**src/rtl/oidd_pkg.sv**
```systemverilog
`timescale 1ns / 1ps
// shared types and constants for the object identifier content decoder
// no dependencies

package oidd_pkg;

    // first octet splits into two arcs around this divisor
    localparam int unsigned FIRST_DIVISOR = 40;
    // continuation flag position in a content octet
    localparam int unsigned CONT_BIT = 7;
    // depth of the queue between front and back
    localparam int unsigned QUEUE_DEPTH = 4;

    // what a queued entry expands into on the output side
    typedef enum logic {
        ENTRY_PAIR = 1'b0,   // first octet: two arcs
        ENTRY_ARC  = 1'b1    // one completed or truncated arc
    } oidd_kind_t;

    // control part of a queued entry
    typedef struct packed {
        oidd_kind_t kind;
        logic [1:0] first_arc;   // leading arc of a pair entry
        logic       last_arc;
        logic       truncated;
    } oidd_ctrl_t;

endpackage

```
**src/rtl/oid_ber_content_decoder_unit.sv**
```systemverilog
`timescale 1ns / 1ps
// top level of the BER object identifier content decoder
// depends on oidd_pkg, oidd_front, oidd_queue, oidd_back

// Decodes the content octets of an ASN.1 BER object identifier, one octet per
// transfer with tlast on the final octet, into arc numbers on the result
// stream. The first octet of an identifier gives two arcs (min(octet/40, 2)
// and the remainder); later octets build base-128 arcs in an ARC_WIDTH-bit
// accumulator that wraps, output as its low 32 bits. If the content ends on a
// continuation octet the partial arc is sent with tuser set. An octet is taken
// every cycle while the four-entry queue between the octet front and the arc
// back has room; the output side sends one arc per cycle while m_tready is
// high, so a first octet yields two arcs in a burst that the queue absorbs.

module oid_ber_content_decoder_unit #(
    parameter int unsigned ARC_WIDTH = 32
) (
    input  logic        aclk,
    input  logic        aresetn,
    input  logic        s_tvalid,
    output logic        s_tready,
    input  logic [7:0]  s_tdata,   // [7:0] content_byte
    input  logic        s_tlast,   // last_byte
    output logic        m_tvalid,
    input  logic        m_tready,
    output logic [31:0] m_tdata,   // [31:0] arc_value
    output logic        m_tlast,   // last_arc
    output logic        m_tuser    // [0] truncated
);

    import oidd_pkg::*;

    localparam int unsigned ENTRY_W = $bits(oidd_ctrl_t) + ARC_WIDTH;

    logic                 in_xfer;
    logic                 push;
    oidd_ctrl_t           push_ctrl;
    logic [ARC_WIDTH-1:0] push_value;
    logic                 pop;
    logic [ENTRY_W-1:0]   head_data;
    oidd_ctrl_t           head_ctrl;
    logic [ARC_WIDTH-1:0] head_value;
    logic                 not_empty;
    logic                 full;

    // input transfer while the queue has room
    assign s_tready = !full;
    assign in_xfer  = s_tvalid && s_tready;

    oidd_front #(
        .ARC_WIDTH (ARC_WIDTH)
    ) u_front (
        .aclk         (aclk),
        .aresetn      (aresetn),
        .in_xfer      (in_xfer),
        .content_byte (s_tdata),
        .last_byte    (s_tlast),
        .push         (push),
        .push_ctrl    (push_ctrl),
        .push_value   (push_value)
    );

    oidd_queue #(
        .WIDTH (ENTRY_W),
        .DEPTH (QUEUE_DEPTH)
    ) u_queue (
        .aclk      (aclk),
        .aresetn   (aresetn),
        .push      (push),
        .push_data ({push_ctrl, push_value}),
        .pop       (pop),
        .head_data (head_data),
        .not_empty (not_empty),
        .full      (full)
    );

    assign head_ctrl  = head_data[ENTRY_W-1:ARC_WIDTH];
    assign head_value = head_data[ARC_WIDTH-1:0];

    oidd_back #(
        .ARC_WIDTH (ARC_WIDTH)
    ) u_back (
        .aclk       (aclk),
        .aresetn    (aresetn),
        .head_valid (not_empty),
        .head_ctrl  (head_ctrl),
        .head_value (head_value),
        .pop        (pop),
        .m_tvalid   (m_tvalid),
        .m_tready   (m_tready),
        .m_tdata    (m_tdata),
        .m_tlast    (m_tlast),
        .m_tuser    (m_tuser)
    );

endmodule

```
**src/rtl/oidd_queue.sv**
```systemverilog
`timescale 1ns / 1ps
// small register queue that decouples the byte front from the arc back
// no package dependencies

module oidd_queue #(
    parameter int unsigned WIDTH = 37,
    parameter int unsigned DEPTH = 4
) (
    input  logic             aclk,
    input  logic             aresetn,
    input  logic             push,
    input  logic [WIDTH-1:0] push_data,
    input  logic             pop,
    output logic [WIDTH-1:0] head_data,
    output logic             not_empty,
    output logic             full
);

    localparam int unsigned PTR_W = (DEPTH > 1) ? $clog2(DEPTH) : 1;
    localparam int unsigned CNT_W = $clog2(DEPTH + 1);

    logic [WIDTH-1:0] slot_reg [DEPTH];
    logic [PTR_W-1:0] wr_ptr_reg, wr_ptr_next;
    logic [PTR_W-1:0] rd_ptr_reg, rd_ptr_next;
    logic [CNT_W-1:0] count_reg, count_next;

    assign head_data = slot_reg[rd_ptr_reg];
    assign not_empty = (count_reg != '0);
    assign full      = (count_reg == CNT_W'(DEPTH));

    // pointer and fill count update
    always_comb begin
        wr_ptr_next = wr_ptr_reg;
        rd_ptr_next = rd_ptr_reg;
        count_next  = count_reg;
        if (push) begin
            wr_ptr_next = (wr_ptr_reg == PTR_W'(DEPTH - 1)) ? '0 : wr_ptr_reg + 1'b1;
        end
        if (pop) begin
            rd_ptr_next = (rd_ptr_reg == PTR_W'(DEPTH - 1)) ? '0 : rd_ptr_reg + 1'b1;
        end
        if (push && !pop) begin
            count_next = count_reg + 1'b1;
        end else if (!push && pop) begin
            count_next = count_reg - 1'b1;
        end
    end

    always_ff @(posedge aclk) begin
        if (!aresetn) begin
            wr_ptr_reg <= '0;
            rd_ptr_reg <= '0;
            count_reg  <= '0;
        end else begin
            wr_ptr_reg <= wr_ptr_next;
            rd_ptr_reg <= rd_ptr_next;
            count_reg  <= count_next;
        end
    end

    // entry storage
    always_ff @(posedge aclk) begin
        if (push) begin
            slot_reg[wr_ptr_reg] <= push_data;
        end
    end

endmodule

```
**src/rtl/oidd_front.sv**
```systemverilog
`timescale 1ns / 1ps
// front part: takes content octets, splits the first octet, accumulates arcs
// depends on oidd_pkg

module oidd_front #(
    parameter int unsigned ARC_WIDTH = 32
) (
    input  logic                    aclk,
    input  logic                    aresetn,
    input  logic                    in_xfer,
    input  logic [7:0]              content_byte,
    input  logic                    last_byte,
    output logic                    push,
    output oidd_pkg::oidd_ctrl_t    push_ctrl,
    output logic [ARC_WIDTH-1:0]    push_value
);

    import oidd_pkg::*;

    logic                 at_start_reg, at_start_next;
    logic [ARC_WIDTH-1:0] acc_reg, acc_next;
    logic [ARC_WIDTH-1:0] acc_shifted;
    logic [1:0]           first_arc;
    logic [7:0]           second_arc;
    logic [ARC_WIDTH+7:0] second_wide;
    logic                 cont;

    assign cont        = content_byte[CONT_BIT];
    assign acc_shifted = {acc_reg[ARC_WIDTH-8:0], content_byte[6:0]};

    // split of the first octet by compare against 40 and 80
    always_comb begin
        if (content_byte >= 8'(2 * FIRST_DIVISOR)) begin
            first_arc  = 2'd2;
            second_arc = content_byte - 8'(2 * FIRST_DIVISOR);
        end else if (content_byte >= 8'(FIRST_DIVISOR)) begin
            first_arc  = 2'd1;
            second_arc = content_byte - 8'(FIRST_DIVISOR);
        end else begin
            first_arc  = 2'd0;
            second_arc = content_byte;
        end
    end

    assign second_wide = {ARC_WIDTH'(0), second_arc};

    // classify the transfer and build the queue entry
    always_comb begin
        at_start_next       = at_start_reg;
        acc_next            = acc_reg;
        push                = 1'b0;
        push_ctrl.kind      = ENTRY_ARC;
        push_ctrl.first_arc = first_arc;
        push_ctrl.last_arc  = last_byte;
        push_ctrl.truncated = 1'b0;
        push_value          = acc_shifted;
        if (in_xfer) begin
            if (at_start_reg) begin
                push           = 1'b1;
                push_ctrl.kind = ENTRY_PAIR;
                push_value     = second_wide[ARC_WIDTH-1:0];
                acc_next       = '0;
                at_start_next  = last_byte;
            end else if (last_byte) begin
                push                = 1'b1;
                push_ctrl.truncated = cont;
                acc_next            = '0;
                at_start_next       = 1'b1;
            end else if (!cont) begin
                push     = 1'b1;
                acc_next = '0;
            end else begin
                acc_next = acc_shifted;
            end
        end
    end

    always_ff @(posedge aclk) begin
        if (!aresetn) begin
            at_start_reg <= 1'b1;
            acc_reg      <= '0;
        end else begin
            at_start_reg <= at_start_next;
            acc_reg      <= acc_next;
        end
    end

endmodule

```
**src/rtl/oidd_back.sv**
```systemverilog
`timescale 1ns / 1ps
// back part: expands queue entries into arc transfers through an output register
// depends on oidd_pkg

module oidd_back #(
    parameter int unsigned ARC_WIDTH = 32
) (
    input  logic                  aclk,
    input  logic                  aresetn,
    input  logic                  head_valid,
    input  oidd_pkg::oidd_ctrl_t  head_ctrl,
    input  logic [ARC_WIDTH-1:0]  head_value,
    output logic                  pop,
    output logic                  m_tvalid,
    input  logic                  m_tready,
    output logic [31:0]           m_tdata,
    output logic                  m_tlast,
    output logic                  m_tuser
);

    import oidd_pkg::*;

    logic                  out_valid_reg, out_valid_next;
    logic [31:0]           out_arc_reg, out_arc_next;
    logic                  out_last_reg, out_last_next;
    logic                  out_trunc_reg, out_trunc_next;
    logic                  half_reg, half_next;
    logic                  out_free;
    logic [ARC_WIDTH+31:0] value_wide;

    assign out_free   = !out_valid_reg || m_tready;
    assign value_wide = {32'd0, head_value};

    // load the output register from the queue head
    always_comb begin
        out_valid_next = out_valid_reg && !m_tready;
        out_arc_next   = out_arc_reg;
        out_last_next  = out_last_reg;
        out_trunc_next = out_trunc_reg;
        half_next      = half_reg;
        pop            = 1'b0;
        if (out_free && head_valid) begin
            out_valid_next = 1'b1;
            if (head_ctrl.kind == ENTRY_PAIR && !half_reg) begin
                out_arc_next   = {30'd0, head_ctrl.first_arc};
                out_last_next  = 1'b0;
                out_trunc_next = 1'b0;
                half_next      = 1'b1;
            end else begin
                out_arc_next   = value_wide[31:0];
                out_last_next  = head_ctrl.last_arc;
                out_trunc_next = head_ctrl.truncated;
                half_next      = 1'b0;
                pop            = 1'b1;
            end
        end
    end

    always_ff @(posedge aclk) begin
        if (!aresetn) begin
            out_valid_reg <= 1'b0;
            half_reg      <= 1'b0;
        end else begin
            out_valid_reg <= out_valid_next;
            half_reg      <= half_next;
        end
    end

    always_ff @(posedge aclk) begin
        out_arc_reg   <= out_arc_next;
        out_last_reg  <= out_last_next;
        out_trunc_reg <= out_trunc_next;
    end

    assign m_tvalid = out_valid_reg;
    assign m_tdata  = out_arc_reg;
    assign m_tlast  = out_last_reg;
    assign m_tuser  = out_trunc_reg;

endmodule

```
**config.mk**
```make
export PLATFORM = sky130hd
export DESIGN_NAME = oid_ber_content_decoder_unit
export DESIGN_NICKNAME = d
export VERILOG_FILES = /design/src/rtl/oidd_pkg.sv /design/src/rtl/oid_ber_content_decoder_unit.sv /design/src/rtl/oidd_queue.sv /design/src/rtl/oidd_front.sv /design/src/rtl/oidd_back.sv
export SDC_FILE = /design/constraint.sdc
export NUM_CORES = 1
export LEC_CHECK = 0
export BUFFER_PORTS_ARGS = -buffer_cell sky130_fd_sc_hd__buf_2
export CORE_MARGIN = 3
export CORE_UTILIZATION = 60
export CTS_CLUSTER_DIAMETER = 60
export CTS_CLUSTER_SIZE = 10
export DETAILED_ROUTE_END_ITERATION = 8
export GPL_ROUTABILITY_DRIVEN = 0
export PLACE_DENSITY = 0.79
export SLEW_MARGIN = 20
export SYNTH_ARGS = -nofsm -noshare
export SYNTH_HDL_FRONTEND = slang
export SYNTH_SLANG_ARGS = --single-unit
```
**constraint.sdc**
```tcl
create_clock -name aclk -period 3.24 [get_ports aclk]
set_clock_uncertainty 0.15 [all_clocks]
set_input_delay 0.486 -clock aclk [delete_from_list [all_inputs] [get_ports aclk]]
set_output_delay 0.486 -clock aclk [all_outputs]
set_load 0.005 [all_outputs]
```
==> results.yml <==
clock_tree:
  cts_tree: "yes"
  cts.sinks: 219
  holdBufCountCts: 0
  cts_resized: 0
  post_cts_buffers: 0
  cts_made_buffers: 25
  cts.clk_slew.worst_paths_ps: 60
  cts-root-buf: "clkbuf_16"
  clkLatencyLatePin_ps: 500
  clockBufferDepth: 3
  htreeDepth: 1
power_and_ir_drop:
  power.total_mw: 7.985
  power_leakage_nw: 3.312
  power_frac_clock_pct: 30.4
  pwr-share-seq_pct: 47.1
  p_sw_mw: 2.067
  power.switching_fraction_pct: 25.89
  power.internal_mw: 5.918
  vdd_drop_max_mv: 0.5219
  pwr_density_cell_nw_per_um2: 810.4
  combPwrFrac_pct: 22.5
critical_path:
  cp_max_fo: 6
  critPathKind: "reg2reg"
  setup.worst_path.start_class: "flop"
  r2r_start: "u_queue.count_reg[0]"
  arrival_ps: 2990
  end_kind: "flop"
  r2r-end: "u_queue.count_reg[2]"
  worstRegToRegCells: 8
  crit_required_ps: 3510
  r2r_setup_slack_ps: 520
yosys:
  syn_inst: 522
  synth_largest_area_cell: "edfxtp_1"
  synth_area_leaders: "edfxtp_1, mux4_2, dfxtp_1, a21boi_0, nor2b_1"
  yosysTopAreaCellShare_pct: 62.84
  yosys_most_used_dff: "edfxtp_1"
  synth.most_common_cell: "edfxtp_1"
  yosys_warnings: 0
  synth-edff-count: 182
  synth.avg_cell_area_um2: 16.66
  syn_nets: 548
  syn_area_um2: 8697
  synth-seq-cells: 219
  yosysSeqAreaShare_pct: 71.36
  synth.distinct_cells: 51
  asyncSetResetFlopFracSynth_pct: 0
  netlist_top_cells_count: "edfxtp_1, dfxtp_1, mux4_2"
timing:
  max_freq_mhz: 368.1
  finalCritPeriodShare_pct: 83.85
  worst_pin_slew_ps: 1023
  setup_viol: 0
  slew_viol_final: 0
  period_minus_slack_ps: 2717
  layout_setup_ws_ps: 523.4
  hold_violations: 0
  rsz0062_at_grt: "no"
  maxSlewHeadroom_pct: 31.79
  fin_setup_tns_ps: 0
  whs_ps: 78.46
min_path:
  min_path_cells: 1
  hp-class: "in2reg"
  min-delay-start: "s_tdata[1]"
  hold_path_end: "u_queue.slot_reg[1][1]"
finish:
  num-nets-final: 611
  area_delta_synth_final_pct: 13.29
  fin_cells: 783
  final_area_um2: 9853
  final_layout_size_suffix_gt1_share_pct: 22.72
  n_antenna_cell: 0
  largest_reg_flops: 148
  post-route-util_pct: 70.17
floorplanning:
  die_h_um: 126.4
  core_area_um2: 14040
  initial_core_util_pct: 61.94
  die_x_um: 126.4
  fp-row-count: 43
  fp.dieArea_um2: 15980
  design.portCount: 49
drt:
  routed_wl_um: 15830
  drc: 0
  vias_per_cell: 5.994
  drtIter0Drc: 431
  first_pass_iters: 4
  routedWlPerCell_um: 20.21
  vias: 4693
  ant_nets: 0
global_routing:
  grt.total_usage_pct: 20.68
  antenna_found_initial: 0
  grt_pass1_vias: 4831
  grt_max_degree: 37
  overflow: 0
  grt_pass1_wl_um: 26260
place:
  place_ws_ps: 474.5
  dp.cells: 738
  dpl_cell_area_um2: 9153
  port_buffers: 48
  hpwl_um: 9445
status:
  outcome: "completed"
job:
  cap_violations: 0
cell families after synthesis:
family,Yosys count,share of synthesized area (%)
AOI/OAI and AO/OA,55,4.589
muxes,41,10.07
adders and majority gates,13,1.957
DFF,219,71.36
xor gates and xnor gates,3,0.3022
buffers and inverters,39,2.086
and+or+nand+nor,152,9.639
worst max-delay path by stage:
stage,slack [ps],start,end
floorplan,450,flop,u_queue.count_reg[2]
global placement,570,s_tdata[0],u_queue.slot_reg[0][5]
detailed placement,470,s_tdata[5],u_queue.slot_reg[3][5]
CTS,500,u_queue.count_reg[0],u_queue.count_reg[2]
global route,310,u_queue.count_reg[0],u_queue.count_reg[2]
finish,520,u_queue.count_reg[0],u_queue.count_reg[2]
layout make-up:
class / instances / area, µm²
inverters: 10 / 37.54
fillers: 862 / 4189
multi-input cells: 264 / 2315
repair buffers: 65 / 367.9
well taps: 180 / 225.2
clock buffers: 45 / 700.7
flip-flops and latches: 219 / 6207
worst max-delay path: stages (launching register included):
cell and delay (ps):
dfxtp_1 370, o31ai_1 570, or2_2 240, ha_1 190, inv_1 70, fa_1 390
xor2_1 180, or3_1 300, a21boi_0 180
cell usage in the layout, fill, tap and decap left out, drive strengths merged, types with 3 or more instances in the layout:
cell type    n
o21ai        7
a21oi        3
nor2b       34
nor4         3
nor3         4
nor2         5
and2        30
ha          12
a21boi      31
clkbuf      45
buf         65
nand2       34
nand3       27
edfxtp     182
inv         10
dfxtp       37
mux4        37
a211o        3
power by group through the flow:
stage / Clock (mW) / Sequential (mW) / Combinational, mW
finish: 2.43 / 3.76 / 1.79
global route: 2.60 / 3.81 / 1.99
CTS: 2.46 / 3.77 / 1.84
detailed placement: 0 / 3.82 / 1.84
global placement: 0 / 3.79 / 1.79
floorplan: 0 / 3.84 / 1.20
layer usage:
metal,wire length (µm),share of wire [%],GRT usage (%)
met3,813,5.1,3.116
met4,363,2.3,5.741
met5,0,0,0
met2,8138,51,35.37
met1,6513,41,28.18
Power figures use the tool's default switching activity.
